File: config.mk
export PLATFORM = sky130hd
export DESIGN_NAME = vbn_div
export DESIGN_NICKNAME = d
export VERILOG_FILES = /design/src/rtl/vbn_pkg.sv /design/src/rtl/vbn_div.sv
export SDC_FILE = /design/constraint.sdc
export NUM_CORES = 1
export LEC_CHECK = 0
export BUFFER_PORTS_ARGS = -buffer_cell sky130_fd_sc_hd__buf_2
export CAP_MARGIN = 40
export CORE_MARGIN = 3
export CORE_UTILIZATION = 52
export DETAILED_ROUTE_END_ITERATION = 10
export PLACE_DENSITY = 0.85
export SYNTH_ARGS = -nofsm -noshare
export SYNTH_HDL_FRONTEND = slang
export SYNTH_SLANG_ARGS = --single-unit
export TNS_END_PERCENT = 100
File: constraint.sdc
create_clock -name clk -period 10.8 [get_ports clk]
set_input_delay 0.54 -clock clk [delete_from_list [all_inputs] [get_ports clk]]
set_output_delay 0.54 -clock clk [all_outputs]
set_load 0.005 [all_outputs]
File: src/rtl/vbn_pkg.sv
// Shared widths, codes and limits for the vertex box normalizer.
// Used by vbn_div and vertex_box_normalizer_top; depends on nothing.
`default_nettype none

package vbn_pkg;

  // Field widths of the stream payloads
  localparam int COORD_W  = 32;
  localparam int IDX_W    = 10;
  localparam int KIND_W   = 2;
  localparam int STATUS_W = 2;
  localparam int NORM_W   = 18;
  localparam int COUNT_W  = 11;
  localparam int AXES     = 3;

  // tdata: fields packed from bit 0, padded to whole bytes
  localparam int S_DATA_BITS = AXES * COORD_W + IDX_W;
  localparam int S_DATA_W    = ((S_DATA_BITS + 7) / 8) * 8;
  localparam int M_DATA_BITS = AXES * NORM_W + COUNT_W;
  localparam int M_DATA_W    = ((M_DATA_BITS + 7) / 8) * 8;

  // Arithmetic widths
  localparam int EXT_W       = COORD_W;          // axis extent, unsigned
  localparam int DIFF_W      = COORD_W + 1;      // vertex minus center, signed
  localparam int MAG_W       = DIFF_W;           // magnitude of the difference
  localparam int DEN_W       = EXT_W + 3;        // 5 * extent
  localparam int SCALE_SHIFT = 19;               // 1.6 * 65536 = 2^19 / 5
  localparam int QUO_W       = 17;               // quotient stays below 2^17
  localparam int PRE_SHIFT   = SCALE_SHIFT - QUO_W;
  localparam int REM_W       = MAG_W + PRE_SHIFT;
  localparam int STEP_W      = $clog2(QUO_W);

  // Saturation limit of a normalized coordinate (1.0 in Q1.16)
  localparam logic [QUO_W-1:0] NORM_LIMIT = QUO_W'(65536);

  // Bounds after reset or clear
  localparam logic [COORD_W-1:0] COORD_POS_MAX = {1'b0, {(COORD_W-1){1'b1}}};
  localparam logic [COORD_W-1:0] COORD_NEG_MIN = {1'b1, {(COORD_W-1){1'b0}}};

  // Request kinds
  localparam logic [KIND_W-1:0] KIND_CLEAR = KIND_W'(0);
  localparam logic [KIND_W-1:0] KIND_LOAD  = KIND_W'(1);
  localparam logic [KIND_W-1:0] KIND_READ  = KIND_W'(2);

  // Result status codes
  localparam logic [STATUS_W-1:0] STATUS_OK    = STATUS_W'(0);
  localparam logic [STATUS_W-1:0] STATUS_FULL  = STATUS_W'(1);
  localparam logic [STATUS_W-1:0] STATUS_RANGE = STATUS_W'(2);

endpackage

`default_nettype wire

File: src/rtl/vbn_div.sv
// Three-lane restoring divider, one quotient bit per lane per cycle.
// Computes (num << 19) / den for each axis. Depends on vbn_pkg.
`default_nettype none

module vbn_div (
  input  wire logic                                                    clk,
  input  wire logic                                                    rst,
  input  wire logic                                                    start,
  input  wire logic [vbn_pkg::AXES-1:0][vbn_pkg::MAG_W-1:0]            num,
  input  wire logic [vbn_pkg::DEN_W-1:0]                               den,
  output logic                                                         done,
  output logic      [vbn_pkg::AXES-1:0][vbn_pkg::QUO_W-1:0]            quo
);

  localparam logic [vbn_pkg::STEP_W-1:0] LAST_STEP = vbn_pkg::STEP_W'(vbn_pkg::QUO_W - 1);

  logic                                               busy;
  logic [vbn_pkg::STEP_W-1:0]                         step;
  logic [vbn_pkg::AXES-1:0][vbn_pkg::REM_W-1:0]       rem;
  logic [vbn_pkg::AXES-1:0][vbn_pkg::REM_W-1:0]       rem_next;
  logic [vbn_pkg::AXES-1:0]                           qbit;
  logic [vbn_pkg::AXES-1:0][vbn_pkg::REM_W:0]         shifted;
  logic [vbn_pkg::REM_W:0]                            den_ext;

  // One trial subtraction per lane
  always_comb begin
    den_ext = (vbn_pkg::REM_W + 1)'(den);
    for (int a = 0; a < vbn_pkg::AXES; a++) begin
      shifted[a]  = {rem[a], 1'b0};
      qbit[a]     = (shifted[a] >= den_ext);
      rem_next[a] = qbit[a] ? vbn_pkg::REM_W'(shifted[a] - den_ext)
                            : vbn_pkg::REM_W'(shifted[a]);
    end
  end

  // Step counter and completion pulse
  always_ff @(posedge clk) begin
    if (rst) begin
      busy <= 1'b0;
      done <= 1'b0;
      step <= '0;
    end else begin
      done <= 1'b0;
      if (start) begin
        busy <= 1'b1;
        step <= '0;
      end else if (busy) begin
        step <= step + vbn_pkg::STEP_W'(1);
        if (step == LAST_STEP) begin
          busy <= 1'b0;
          done <= 1'b1;
        end
      end
    end
  end

  // Partial remainders and quotients; the low dividend bits are all zero,
  // so the top part of num << 19 seeds the remainder
  always_ff @(posedge clk) begin
    if (start) begin
      for (int a = 0; a < vbn_pkg::AXES; a++) begin
        rem[a] <= vbn_pkg::REM_W'(num[a]) << vbn_pkg::PRE_SHIFT;
        quo[a] <= '0;
      end
    end else if (busy) begin
      for (int a = 0; a < vbn_pkg::AXES; a++) begin
        rem[a] <= rem_next[a];
        quo[a] <= {quo[a][vbn_pkg::QUO_W-2:0], qbit[a]};
      end
    end
  end

endmodule

`default_nettype wire

# Word-level counts from Yosys, hierarchy flattened
# Index checks and enable logic that the tools add are counted.
# totals
ff_bits,163
latchBits,0
ramBits,0
romBits,0
wordCells,33
n_memories,0
# classes
addsub,4
mul,0
div,0
n_lt_le_gt_ge,3
eq_ne,1
shifts,0
muxes,9
bitwise,1
n_reduce_logical,3
# op_table
cell,count
$mux W105,2
$ge A36 B35 Y1,3
$mux W35,3
$sub A35 B35 Y35,3
$add A5 B1 Y5 const B,1
$eq A5 B5 Y1 const B,1
$mux W1,4
$reduce_or A3 Y1,1
$reduce_bool A2 Y1,1
$reduce_or A2 Y1,1
$not A1 Y1,1

# Longest topological paths before layout
# logic_depth
word_depth,4
ltp_mapped,14
depth_no_buf,12

# Worst setup path before layout
# Ideal clock, no wire load.
# synth_timing
kind,input port to flip-flop
startpoint,input start
endpoint,"register rem[60] (netlist bit), data pin"
t_arrival_ns,3.264
required_time_ns,10.640
slack_ns,7.377
path_stages,4
n_path_buf,0
cell_sequence,inv_1 > nand2_1 > o21ai_0 > a21oi_1
# synth_between
elab_chain_cells,1
# synth_rtl
element,line,rtl
from (decl),vbn_div.sv:8,"input wire logic start,"
$mux W105,vbn_div.sv:60,if (start) begin
"to (signal, indexed assignment)",vbn_div.sv:62,rem[a] <= vbn_pkg::REM_W'(num[a]) << vbn_pkg::PRE_SHIFT;
"to (signal, indexed assignment)",vbn_div.sv:67,rem[a] <= rem_next[a];
to (decl),vbn_div.sv:19,logic [vbn_pkg::AXES-1:0][vbn_pkg::REM_W-1:0] rem;
# Every way passes these cells.
# A chain may end at the register's enable or synchronous reset.

# Worst setup path after layout
# layout_timing
startpoint,input den[0] (netlist bit)
endpoint,"register rem[12] (netlist bit), data pin"
# layout_between
elab_chain_cells,4
elab_cells_between_ends,5
cone_classes,add/sub: 1; order compare: 1; mux: 3
# layout_rtl
element,line,rtl
from (decl),vbn_div.sv:10,"input wire logic [vbn_pkg::DEN_W-1:0] den,"
$sub A35 B35 Y35 or $ge A36 B35 Y1 (tied branches),"vbn_div.sv:31, vbn_div.sv:30",
$mux W35 (*),vbn_div.sv:31,rem_next[a] = qbit[a] ? vbn_pkg::REM_W'(shifted[a] - den_ext)
$mux W105 (*),vbn_div.sv:65,end else if (busy) begin
$mux W105 (*),vbn_div.sv:60,
# Mark *: on every way between the ends. The rest lies on a longest branch, timed or not. The select of a mux whose other input is x is not followed.

==> results.tsv <==
metric	value	unit
power share of the combinational group	37.5	%
cell count after synthesis	1515	
input/output buffers	188	
Final setup viols	0	
Vias	12630	
clock tree from TritonCTS	yes	
cell types with the highest counts after synthesis	sky130_fd_sc_hd__nand2_1, sky130_fd_sc_hd__nor2_1, sky130_fd_sc_hd__a21oi_1, sky130_fd_sc_hd__o21ai_0, sky130_fd_sc_hd__ha_1	
combined area of all synthesized cells	13130	µm²
most repeated cell in the gate-level netlist after synthesis	sky130_fd_sc_hd__nand2_1	
Die Span Y	164.9	µm
net total in the final layout	1909	
Yosys top cell by area	sky130_fd_sc_hd__edfxtp_1	
first-pass GRT wire length	62050	µm
Post-synth EDFFs	99	
Final Critical Period	3947	ps
CP Capture Type	register	
clock slew seen by the registers of the worst setup and hold paths	80	ps
Yosys warnings	0	
accumulated negative setup slack	0	ps
GPL Wtd Cong	0.9734	
number of buffers inserted by hold repair at cts	0	
Max-cap violations	0	
violation count after the first detailed-route iteration	1590	
Slowest Stage Delay on Critical Path	710	ps
maximum vdd drop	0.1068	mV
Power, Total	2.215	mW
x dimension of the die	164.9	µm
Core Box Area	24530	µm²
ANT nets after route	0	
clock latency on the worst-skew pair	440	ps
number of gates on the worst path with buffers counted	13	
static leakage power	6.631	nW
Crit path buffers/inverters	3	
final hold viol count	0	
Reg power frac	34.1	%
area taken by flip-flops and latches	4258	µm²
Clock Tree Root	sky130_fd_sc_hd__clkbuf_16	
die area	27190	µm²
worst hold slack after final layout	373.2	ps
data required time of the worst path	10970	ps
register area share after synthesis	32.41	%
synthesized net count	1762	
DR WL/cell	19.93	µm
remaining global-route overflow	0	
average instance area after synthesis	8.664	µm²
DRT Wirelength	39860	µm
post-synthesis to final-layout area growth	13.64	%
number of gates resized after cts	0	
depth of the most critical reg-to-reg path	11	
status	finished, final reports clean	
power density over the cells	148.5	nW/µm²
ratio of routed vias to standard cells	6.317	
antenna violations before repair	5	
clock sink total	163	
Worst Path Class, Setup	in2reg	
num rows	57	
share of flip-flops with an asynchronous set or reset after synthesis	0	%
total routing usage reported by global routing	28.74	%
most used flip-flop cell after synthesis	sky130_fd_sc_hd__edfxtp_1	
CP top delay family	compound AO/OA/AOI/OAI gates	
Yosys cell types	84	
initial core utilization	53.50	%
arrival time reported for the critical path endpoint	4120	ps
P_int	1.365	mW
worst slew slack as a fraction of its limit	38.36	%
Inserted Clock Buffers	17	
Filler cells	2146	
clock network power share	28.3	%
switching power	849.8	µW
final worst-path cycle share	36.54	%
Slowest-stage cell, CP	sky130_fd_sc_hd__o21a_1	
clock buffer depth	2	
fraction of power spent switching nets	38.36	%
worst hold path class	in2reg	
highest achievable clock rate	253.4	MHz
pin count of the biggest net entering global routing	78	
hold path depth	3	
final clock skew	9.572	ps
layout cell share with drive strength beyond 1	15.82	%
top area cells in the synthesized netlist	sky130_fd_sc_hd__edfxtp_1, sky130_fd_sc_hd__ha_1, sky130_fd_sc_hd__dfxtp_1	
buffer count from post-CTS setup fixing	0	
number of detailed-routing iterations run before antenna repair	6	
remaining design rule violation count	0	
area share of the leading cell type in the synthesized netlist	22.65	%
Most Frequent Cell on Critical Path	sky130_fd_sc_hd__a21oi_1	
number of global-route vias before repair	11990	
detailed placement HPWL	29850	µm
slew at the pin closest to its max-slew limit	924.7	ps
CTS HTree Levels	4	
unrepaired setup endpoints after global routing	no	
area of the multi-input gates	8292	µm²
Critical Path, Cell by Cell	buf_2, inv_1, fa_1, a211oi_2, o21bai_1, a21oi_1, o31ai_4, a221oi_4, o21a_1, buf_4, nor2_1, a21oi_1, o21ai_0	
number of ports placed on the die boundary	189	
Yosys reg bits	163	
pins over their slew limit	0	
CP Launch Type	primary input	
biggest fanout along the worst timing path	24	
[final timing paths]
check	startpoint	end	slack, ps
worst min-delay path	num[8]	rem[10]$_DFFE_PP_	370
worst max-delay path	den[0]	rem[12]$_DFFE_PP_	6850
worst min register to register	quo[50]$_SDFFE_PP0P_	quo[50]$_SDFFE_PP0P_	510
worst max register to register	rem[98]$_DFFE_PP_	rem[74]$_DFFE_PP_	6870
[tightest hold or removal path, delay by kind of cell]
family                 cells  cell delay (ps)
AO/OA/AOI/OAI              1               60
AND/OR/NAND/NOR            1               40
buffers and inverters      1               70
[kinds of logic after synthesis]
family                     synth area share [%]
DFF                                       32.41
AOI/OAI and AO/OA                         24.63
buffers and inverters                     4.556
muxes                                     7.502
adders and majority gates                 10.66
and+or+nand+nor                           14.91
xor gates and xnor gates                  5.338
[state kept, by name, summed over array words and instances, names as in the netlist]
| name | flops |
|---|---|
| busy | 1 |
| done | 1 |
| quo | 51 |
| rem | 105 |
| step | 5 |
[layout make-up]
| cell class | instances | area share [%] |
|---|---|---|
| Antenna cell | 1 | 0.01678 |
| Clock buffer | 17 | 2.852 |
| Clock inverter | 15 | 1.267 |
| Inverter | 65 | 1.636 |
| Multi-Input combinational cell | 1215 | 55.59 |
| Sequential cell | 163 | 28.54 |
| Tap cell | 324 | 2.718 |
| Timing Repair Buffer | 200 | 7.381 |
[per-stage QoR]
step	worst slack [ps]	instance area, µm²	cells	util [%]
final	6853	14920	2000	60.80
after global routing	6523	14910	1999	60.79
after CTS	6914	14910	1999	60.79
after detailed placement	6455	14300	1967	58.29
after global placement	6550	14200	1963	57.89
after floorplan	7377	13130	1515	-
[routing by layer]
metal | global-route usage [%] | wire length (µm) | vias up
met5 | 0 | 51 | -
met4 | 14.87 | 2228 | 8
met3 | 6.948 | 3741 | 129
met2 | 44.18 | 17340 | 668
met1 | 37.55 | 16490 | 5885
li1 | - | - | 5943
[cells in the final DEF, fill, tap and decap left out, drive strengths merged, types with 15 or more instances in the layout]
cell type / instances
mux2i: 95
nor2: 137
ha: 107
o211ai: 16
edfxtp: 99
clkbuf: 17
dfxtp: 64
nor3: 15
a32oi: 31
o31ai: 18
xor2: 45
a21oi: 136
buf: 200
nand3: 44
nand4: 20
o21ai: 137
a21o: 41
xnor2: 35
nand2: 149
a211oi: 27
inv: 70
[power by group through the flow]
stage          clock (mW)  sequential, mW  combinational, mW
6_report            0.628           0.756              0.831
2_1_floorplan           0           0.757              0.629
4_1_cts             0.632           0.755              0.814
5_1_grt             0.658           0.762              0.911
3_3_place_gp            0           0.767              0.780
3_5_place_dp            0           0.768              0.807
No activity file was read; power rests on OpenSTA's default activity.
